==> src/tlc_pkg.sv <==
`default_nettype none

package tlc_pkg;

   localparam int CSR_INDEX_BITS = 4;
   localparam int CSR_DATA_BITS  = 16;
   localparam int COST_BITS      = 16;
   localparam int COUNT_BITS     = 32;
   localparam int TOTAL_BITS     = 48;
   localparam int LEVEL_BITS     = 2;

   typedef logic [CSR_INDEX_BITS-1:0] csr_index_type;
   typedef logic [COST_BITS-1:0]      cost_type;
   typedef logic [LEVEL_BITS-1:0]     level_type;

   localparam csr_index_type CSR_COST_LEVEL_ONE   = CSR_INDEX_BITS'(0);
   localparam csr_index_type CSR_COST_LEVEL_TWO   = CSR_INDEX_BITS'(1);
   localparam csr_index_type CSR_COST_LEVEL_THREE = CSR_INDEX_BITS'(2);
   localparam csr_index_type CSR_COST_OF_MISS     = CSR_INDEX_BITS'(3);

   localparam cost_type COST_LEVEL_ONE_RESET   = 16'd10;
   localparam cost_type COST_LEVEL_TWO_RESET   = 16'd20;
   localparam cost_type COST_LEVEL_THREE_RESET = 16'd30;
   localparam cost_type COST_OF_MISS_RESET     = 16'd1000;

   localparam level_type LEVEL_HIT_ONE   = 2'd0;
   localparam level_type LEVEL_HIT_TWO   = 2'd1;
   localparam level_type LEVEL_HIT_THREE = 2'd2;
   localparam level_type LEVEL_MISS      = 2'd3;

   typedef struct packed {
      logic load_addr;
      logic compare;
      logic update;
   } tlc_cmd_type;

endpackage

`default_nettype wire

==> src/tlc_tag_store.sv <==
`default_nettype none

module tlc_tag_store #(
   parameter int ENTRIES      = 16,
   parameter int ADDRESS_BITS = 10
) (
   input  wire logic                    clock,
   input  wire logic                    reset,
   input  wire logic                    compare_en,
   input  wire logic                    fill_en,
   input  wire logic [ADDRESS_BITS-1:0] addr,
   output logic                         hit
);

   localparam int PTR_BITS = (ENTRIES > 1) ? $clog2(ENTRIES) : 1;

   logic [ADDRESS_BITS-1:0] tag_ff [ENTRIES];
   logic [ENTRIES-1:0]      valid_ff;
   logic [ENTRIES-1:0]      match_ff;
   logic [ENTRIES-1:0]      match_in;
   logic [PTR_BITS-1:0]     ptr_ff;
   logic [PTR_BITS-1:0]     ptr_in;

   always_comb begin
      for (int i = 0; i < ENTRIES; i++) begin
         match_in[i] = valid_ff[i] && (tag_ff[i] == addr);
      end
   end

   assign ptr_in = (ptr_ff == PTR_BITS'(ENTRIES - 1)) ? '0 : ptr_ff + 1'b1;
   assign hit    = |match_ff;

   always_ff @(posedge clock) begin
      if (reset) begin
         valid_ff <= '0;
         ptr_ff   <= '0;
      end else if (fill_en) begin
         valid_ff[ptr_ff] <= 1'b1;
         ptr_ff           <= ptr_in;
      end
   end

   always_ff @(posedge clock) begin
      if (fill_en) begin
         tag_ff[ptr_ff] <= addr;
      end
      if (compare_en) begin
         match_ff <= match_in;
      end
   end

endmodule

`default_nettype wire

==> src/tlc_datapath.sv <==
`default_nettype none

module tlc_datapath
   import tlc_pkg::*;
#(
   parameter int LEVEL_ONE_ENTRIES   = 16,
   parameter int LEVEL_TWO_ENTRIES   = 32,
   parameter int LEVEL_THREE_ENTRIES = 64,
   parameter int ADDRESS_BITS        = 10
) (
   input  wire logic                      clock,
   input  wire logic                      reset,
   input  wire tlc_cmd_type               cmd,
   input  wire logic [ADDRESS_BITS-1:0]   req_access_address,
   input  wire logic                      csr_write,
   input  wire csr_index_type             csr_index,
   input  wire logic [CSR_DATA_BITS-1:0]  csr_data,
   output logic [LEVEL_BITS-1:0]          rsp_hit_level,
   output logic [COUNT_BITS-1:0]          rsp_hits_so_far,
   output logic [COUNT_BITS-1:0]          rsp_misses_so_far,
   output logic [TOTAL_BITS-1:0]          rsp_cost_so_far
);

   logic [ADDRESS_BITS-1:0] addr_ff;
   level_type               level_ff;
   level_type               level_in;
   cost_type                cost_one_ff;
   cost_type                cost_two_ff;
   cost_type                cost_three_ff;
   cost_type                cost_miss_ff;
   cost_type                cost_add;
   logic [COUNT_BITS-1:0]   hit_total_ff;
   logic [COUNT_BITS-1:0]   hit_total_in;
   logic [COUNT_BITS-1:0]   miss_total_ff;
   logic [COUNT_BITS-1:0]   miss_total_in;
   logic [TOTAL_BITS-1:0]   cost_total_ff;
   logic [TOTAL_BITS-1:0]   cost_total_in;
   logic [TOTAL_BITS:0]     cost_sum;
   logic                    hit_one;
   logic                    hit_two;
   logic                    hit_three;
   logic                    fill_one;
   logic                    fill_two;
   logic                    fill_three;
   logic                    miss;

   assign fill_one   = cmd.update && !hit_one;
   assign fill_two   = cmd.update && !hit_one && !hit_two;
   assign miss       = !hit_one && !hit_two && !hit_three;
   assign fill_three = cmd.update && miss;

   tlc_tag_store #(
      .ENTRIES      (LEVEL_ONE_ENTRIES),
      .ADDRESS_BITS (ADDRESS_BITS)
   ) u_level_one (
      .clock      (clock),
      .reset      (reset),
      .compare_en (cmd.compare),
      .fill_en    (fill_one),
      .addr       (addr_ff),
      .hit        (hit_one)
   );

   tlc_tag_store #(
      .ENTRIES      (LEVEL_TWO_ENTRIES),
      .ADDRESS_BITS (ADDRESS_BITS)
   ) u_level_two (
      .clock      (clock),
      .reset      (reset),
      .compare_en (cmd.compare),
      .fill_en    (fill_two),
      .addr       (addr_ff),
      .hit        (hit_two)
   );

   tlc_tag_store #(
      .ENTRIES      (LEVEL_THREE_ENTRIES),
      .ADDRESS_BITS (ADDRESS_BITS)
   ) u_level_three (
      .clock      (clock),
      .reset      (reset),
      .compare_en (cmd.compare),
      .fill_en    (fill_three),
      .addr       (addr_ff),
      .hit        (hit_three)
   );

   always_comb begin
      if (hit_one) begin
         level_in = LEVEL_HIT_ONE;
         cost_add = cost_one_ff;
      end else if (hit_two) begin
         level_in = LEVEL_HIT_TWO;
         cost_add = cost_two_ff;
      end else if (hit_three) begin
         level_in = LEVEL_HIT_THREE;
         cost_add = cost_three_ff;
      end else begin
         level_in = LEVEL_MISS;
         cost_add = cost_miss_ff;
      end
   end

   always_comb begin
      hit_total_in  = hit_total_ff;
      miss_total_in = miss_total_ff;
      if (miss) begin
         if (miss_total_ff != '1) begin
            miss_total_in = miss_total_ff + 1'b1;
         end
      end else if (hit_total_ff != '1) begin
         hit_total_in = hit_total_ff + 1'b1;
      end
      cost_sum      = {1'b0, cost_total_ff} + {{(TOTAL_BITS + 1 - COST_BITS){1'b0}}, cost_add};
      cost_total_in = cost_sum[TOTAL_BITS] ? '1 : cost_sum[TOTAL_BITS-1:0];
   end

   always_ff @(posedge clock) begin
      if (reset) begin
         hit_total_ff  <= '0;
         miss_total_ff <= '0;
         cost_total_ff <= '0;
         cost_one_ff   <= COST_LEVEL_ONE_RESET;
         cost_two_ff   <= COST_LEVEL_TWO_RESET;
         cost_three_ff <= COST_LEVEL_THREE_RESET;
         cost_miss_ff  <= COST_OF_MISS_RESET;
      end else begin
         if (cmd.update) begin
            hit_total_ff  <= hit_total_in;
            miss_total_ff <= miss_total_in;
            cost_total_ff <= cost_total_in;
         end
         if (csr_write) begin
            unique case (csr_index)
               CSR_COST_LEVEL_ONE:   cost_one_ff   <= csr_data[COST_BITS-1:0];
               CSR_COST_LEVEL_TWO:   cost_two_ff   <= csr_data[COST_BITS-1:0];
               CSR_COST_LEVEL_THREE: cost_three_ff <= csr_data[COST_BITS-1:0];
               CSR_COST_OF_MISS:     cost_miss_ff  <= csr_data[COST_BITS-1:0];
               default: ;
            endcase
         end
      end
   end

   always_ff @(posedge clock) begin
      if (cmd.load_addr) begin
         addr_ff <= req_access_address;
      end
      if (cmd.update) begin
         level_ff <= level_in;
      end
   end

   assign rsp_hit_level     = level_ff;
   assign rsp_hits_so_far   = hit_total_ff;
   assign rsp_misses_so_far = miss_total_ff;
   assign rsp_cost_so_far   = cost_total_ff;

endmodule

`default_nettype wire

==> src/tlc_ctrl.sv <==
`default_nettype none

module tlc_ctrl
   import tlc_pkg::*;
(
   input  wire logic  clock,
   input  wire logic  reset,
   input  wire logic  req_valid,
   output logic       req_ready,
   output logic       rsp_valid,
   input  wire logic  rsp_ready,
   output tlc_cmd_type cmd
);

   typedef enum logic [1:0] {
      S_IDLE,
      S_LOOKUP,
      S_UPDATE
   } state_type;

   state_type state_ff;
   state_type state_in;
   logic      rsp_valid_ff;
   logic      rsp_valid_in;
   logic      out_free;

   assign out_free = !rsp_valid_ff || rsp_ready;

   always_comb begin
      state_in     = state_ff;
      rsp_valid_in = rsp_valid_ff && !rsp_ready;
      unique case (state_ff)
         S_IDLE: begin
            if (req_valid) begin
               state_in = S_LOOKUP;
            end
         end
         S_LOOKUP: begin
            state_in = S_UPDATE;
         end
         S_UPDATE: begin
            if (out_free) begin
               state_in     = S_IDLE;
               rsp_valid_in = 1'b1;
            end
         end
         default: begin
            state_in = S_IDLE;
         end
      endcase
   end

   always_ff @(posedge clock) begin
      if (reset) begin
         state_ff     <= S_IDLE;
         rsp_valid_ff <= 1'b0;
      end else begin
         state_ff     <= state_in;
         rsp_valid_ff <= rsp_valid_in;
      end
   end

   assign req_ready     = (state_ff == S_IDLE);
   assign rsp_valid     = rsp_valid_ff;
   assign cmd.load_addr = req_valid && req_ready;
   assign cmd.compare   = (state_ff == S_LOOKUP);
   assign cmd.update    = (state_ff == S_UPDATE) && out_free;

   // result register must be free or draining when an update lands
   assert property (@(posedge clock) disable iff (reset)
      cmd.update |-> (!rsp_valid_ff || rsp_ready))
      else $error("update while result register still held");

   assert property (@(posedge clock) disable iff (reset)
      (req_valid && req_ready) |=> cmd.compare)
      else $error("accepted transfer not followed by tag compare");

   assert property (@(posedge clock) disable iff (reset)
      $rose(rsp_valid) |-> $past(cmd.update))
      else $error("result raised without an update");

endmodule

`default_nettype wire

==> src/three_level_cache_lookup_fifo.sv <==
// a request transfer is followed by the compare state, then the update state, which registers result valid
// one access at a time, in the capture, compare, update sequence; req_ready stays low until it ends
// a new request is taken while the previous result waits; update stalls if it is unread
// reset: synchronous, active high; tag stores invalid, fill pointers and totals zero,
// cost registers back to 10, 20, 30 and 1000
`default_nettype none

module three_level_cache_lookup_fifo
   import tlc_pkg::*;
#(
   parameter int LEVEL_ONE_ENTRIES   = 16,
   parameter int LEVEL_TWO_ENTRIES   = 32,
   parameter int LEVEL_THREE_ENTRIES = 64,
   parameter int ADDRESS_BITS        = 10
) (
   input  wire logic                      clock,
   input  wire logic                      reset,
   input  wire logic                      req_valid,
   output logic                           req_ready,
   input  wire logic [ADDRESS_BITS-1:0]   req_access_address,
   output logic                           rsp_valid,
   input  wire logic                      rsp_ready,
   output logic [LEVEL_BITS-1:0]          rsp_hit_level,
   output logic [COUNT_BITS-1:0]          rsp_hits_so_far,
   output logic [COUNT_BITS-1:0]          rsp_misses_so_far,
   output logic [TOTAL_BITS-1:0]          rsp_cost_so_far,
   input  wire logic                      csr_valid,
   output logic                           csr_ready,
   input  wire csr_index_type             csr_index,
   input  wire logic [CSR_DATA_BITS-1:0]  csr_data
);

   tlc_cmd_type cmd;

   assign csr_ready = 1'b1;

   tlc_ctrl u_ctrl (
      .clock     (clock),
      .reset     (reset),
      .req_valid (req_valid),
      .req_ready (req_ready),
      .rsp_valid (rsp_valid),
      .rsp_ready (rsp_ready),
      .cmd       (cmd)
   );

   tlc_datapath #(
      .LEVEL_ONE_ENTRIES   (LEVEL_ONE_ENTRIES),
      .LEVEL_TWO_ENTRIES   (LEVEL_TWO_ENTRIES),
      .LEVEL_THREE_ENTRIES (LEVEL_THREE_ENTRIES),
      .ADDRESS_BITS        (ADDRESS_BITS)
   ) u_datapath (
      .clock              (clock),
      .reset              (reset),
      .cmd                (cmd),
      .req_access_address (req_access_address),
      .csr_write          (csr_valid && csr_ready),
      .csr_index          (csr_index),
      .csr_data           (csr_data),
      .rsp_hit_level      (rsp_hit_level),
      .rsp_hits_so_far    (rsp_hits_so_far),
      .rsp_misses_so_far  (rsp_misses_so_far),
      .rsp_cost_so_far    (rsp_cost_so_far)
   );

endmodule

`default_nettype wire
==> config.mk <==
export PLATFORM = sky130hd
export DESIGN_NAME = three_level_cache_lookup_fifo
export DESIGN_NICKNAME = d
export VERILOG_FILES = /design/src/tlc_pkg.sv /design/src/tlc_tag_store.sv /design/src/tlc_datapath.sv /design/src/tlc_ctrl.sv /design/src/three_level_cache_lookup_fifo.sv
export SDC_FILE = /design/constraint.sdc
export NUM_CORES = 2
export LEC_CHECK = 0
export BUFFER_PORTS_ARGS = -buffer_cell sky130_fd_sc_hd__buf_4
export CORE_UTILIZATION = 62
export DETAILED_ROUTE_END_ITERATION = 8
export PLACE_DENSITY = 0.79
export SYNTH_ARGS = -nofsm -noshare
export SYNTH_HDL_FRONTEND = slang
export SYNTH_SLANG_ARGS = --single-unit
==> constraint.sdc <==
create_clock -name clock -period 6.5 [get_ports clock]
set_input_delay 0.65 -clock clock [delete_from_list [all_inputs] [get_ports clock]]
set_output_delay 0.65 -clock clock [all_outputs]
set_load 0.05 [all_outputs]
==> results.cfg <==
[run_status]
outcome = finished, final reports clean

[critical_path]
crit_chain = nor4_1 > nand4_1 > nor4_4 > buf_4 > mux2i_1 > nor2_1 > a21oi_1 > o21ai_0 > ha_1 > inv_1 > fa_1 > nor2b_1 > o31ai_1 > a2111oi_0 > o21ai_1 > a21oi_1 > a31oi_1 > a311oi_1
max_stage_delay_ps = 850
crit_type = reg -> reg
critPathTopFamily = compound AO/OA/AOI/OAI gates
crit_path_end_kind = flip-flop
critPathMaxFanout = 22
cpMaxStageDelayCell = a21oi_1
cp.arrival_ps = 6220
crit_top_cell = a21oi_1
cp_data_required_time_ps = 7150
critical_path_buf_inv_count = 2
start_kind = flip-flop

[cells_and_area]
syn2layout_area_growth_pct = 11.8
drive_gt1_share_pct = 9.64
nFillCells = 6593
diodes = 0
layout.nets = 4790
most-common-layout-cells = edfxtp_1, xnor2_1, dfxtp_1
final_common_cell = edfxtp_1
fin_cells = 6223
final_core_util_pct = 70.1

[sta]
fin_crit_sh_pct = 85.6
slew_viol_final = 0
worst_slack_ps = 934
setup_tns_ps = 0
finalClockSkew_ps = 26.1
hold_viol = 0
worstMarginPinSlew_ps = 1110
rsz0062_at_grt = false
slew_headroom_pct = 25.5
period_needed_ps = 5570
fmax_mhz = 180
setup_viol = 0
holdWs_ps = 68.9

[routing]
vias = 36000
viasPerCell = 5.78
dr.pass1.iters = 6
drt-initial-drc-count = 2581
remaining_drc_errors = 0
routed_wl_mm = 127
wl_per_cell_microns = 20.5
ant_nets = 0

[clocking]
cts_root_buffer = clkbuf_16
cts-htree-levels = 4
cts_setup_buffers = 0
cts.clk_slew.worst_paths_ps = 60
clk-insertion-delay-late_ps = 770
cts_max_path_buffers = 3
hold_buffers = 0
cts-resized-gates = 0
cts_tree = built
numCtsBuffers = 150
clkSinkCount = 1550

[power]
comb_power_share_pct = 4.7
powerDensity_nw_per_um2 = 286
cellLeakagePower_nw = 22.0
ir_worst_vdd_mv = 0.292
swShare_pct = 21.1
seq_power_share_pct = 52.7
p_clk_share_pct = 42.6
switching_power_mw = 4.32
p_int_mw = 16.1

[logic_synthesis]
yosysSeqAreaShare_pct = 68.0
synth_top_area_share_pct = 58.4
synth_nets = 4660
synth-edff-count = 1244
synthesis.area_sq_um = 63900
yosys.area.top_type = edfxtp_1
ys_seq_elements = 1550
synthTopCellsByArea = edfxtp_1, xnor2_1, dfxtp_1
syn_avg_cell_area_sq_um = 13.9
synthCells = 4596
synthArstFlopShare_pct = 0
ys_types = 70
ys.flop_type = edfxtp_1
yosysWarnings = 0

[grt]
track_usage_pct = 24.7
grt_max_degree = 139
overflow = 0
grt_pass1_vias = 36100
grt_pass1_wl_mm = 201
antenna_found_initial = 1

[placement]
gp_congestion = 0.849
place_inst = 5942
pre_cts_ws_ps = 1020
dpl.hpwl_mm = 70.3
io_buffer_count = 150

[die]
die_h_microns = 323
die_w_microns = 323
dieArea_sq_um = 104000
core-area_sq_um = 102000
num_rows = 117
io_pins = 152
start_util_pct = 62.6

[job]
maxCapViolCount = 0

[hold_path]
hp-class = in -> reg
-- cell type report --
cell class	count	area (sq um)	share of cell area, %
sequential	1550	43500	60.8
multi-input combinational	2801	19500	27.3
clock buffer	204	4160	5.82
tap	1368	1710	2.39
timing repair buffer	202	1680	2.35
clock inverter	77	865	1.21
inverter	21	83.8	0.117
-- per-layer routing --
layer  share of wire [%]  GRT usage, %  wire (microns)
met2                  48          40.7           61300
met1                  43          34.0           55300
met5               0.010             0              13
met4                 2.3          7.66            2870
met3                 6.2          4.03            7930
-- power by group through the flow --
stage | Combinational (mW) | Sequential, mW | Clock, mW
after floorplan | 0.619 | 11.1 | 0
after global placement | 0.946 | 11.0 | 0
after detailed placement | 0.972 | 11.0 | 0
after CTS | 0.981 | 10.8 | 8.83
after global routing | 1.05 | 10.8 | 9.22
final | 0.969 | 10.8 | 8.72
-- cells by family after synthesis --
| logic type | synth area share, % |
|---|---|
| multiplexers | 0.624 |
| adder cells (fa/ha/maj) | 0.579 |
| other | 0.00587 |
| AND/OR/NAND/NOR | 9.60 |
| buffers and inverters | 1.51 |
| AO/OA/AOI/OAI | 3.26 |
| flip-flops | 68.0 |
| XOR/XNOR | 16.4 |
-- per-stage QoR --
step	cell area, sq um	total power, mW
2_1_floorplan	63900	11.7
3_3_place_gp	66500	11.9
3_5_place_dp	66500	12.0
4_1_cts	71500	20.6
5_1_grt	71500	21.1
6_report	71500	20.5
-- final timing paths --
kind                                                   start                                           to  slack (ps)  cells past startpoint
min reg2reg          u_datapath.cost_one_ff[11]$_SDFFE_PP0P_      u_datapath.cost_one_ff[11]$_SDFFE_PP0P_         460                      2
max          u_datapath.u_level_three.match_ff[41]$_DFFE_PN_  u_datapath.rsp_cost_so_far[40]$_SDFFE_PP0P_         930                     18
max reg2reg  u_datapath.u_level_three.match_ff[41]$_DFFE_PN_  u_datapath.rsp_cost_so_far[40]$_SDFFE_PP0P_         930                     18
min                                    req_access_address[2]              u_datapath.addr_ff[2]$_DFFE_PP_          70                      1
-- state kept, by name, summed over array words and instances (netlist names), 6 cells and up --
signal,count
u_datapath.addr_ff,10
u_datapath.cost_miss_ff,16
u_datapath.cost_one_ff,16
u_datapath.cost_three_ff,16
u_datapath.cost_two_ff,16
u_datapath.rsp_cost_so_far,48
u_datapath.rsp_hits_so_far,32
u_datapath.rsp_misses_so_far,32
u_datapath.u_level_one.match_ff,16
u_datapath.u_level_one.tag_ff,160
u_datapath.u_level_one.valid_ff,16
u_datapath.u_level_three.match_ff,64
u_datapath.u_level_three.ptr_ff,6
u_datapath.u_level_three.tag_ff,640
u_datapath.u_level_three.valid_ff,64
u_datapath.u_level_two.match_ff,32
u_datapath.u_level_two.tag_ff,320
u_datapath.u_level_two.valid_ff,32
-- Yosys cell counts (all sizes together) (35+ instances only) --
| cell | instances |
|---|---|
| nand4 | 265 |
| edfxtp | 1244 |
| mux2i | 35 |
| nor3 | 148 |
| nor2 | 270 |
| a21oi | 125 |
| nand3 | 169 |
| nand2 | 191 |
| xor2 | 41 |
| o21ai | 48 |
| clkbuf | 112 |
| o21a | 98 |
| dfxtp | 306 |
| nor4 | 40 |
| buf | 112 |
| xnor2 | 1156 |
Note: power is estimated with default switching activity, not from simulation.
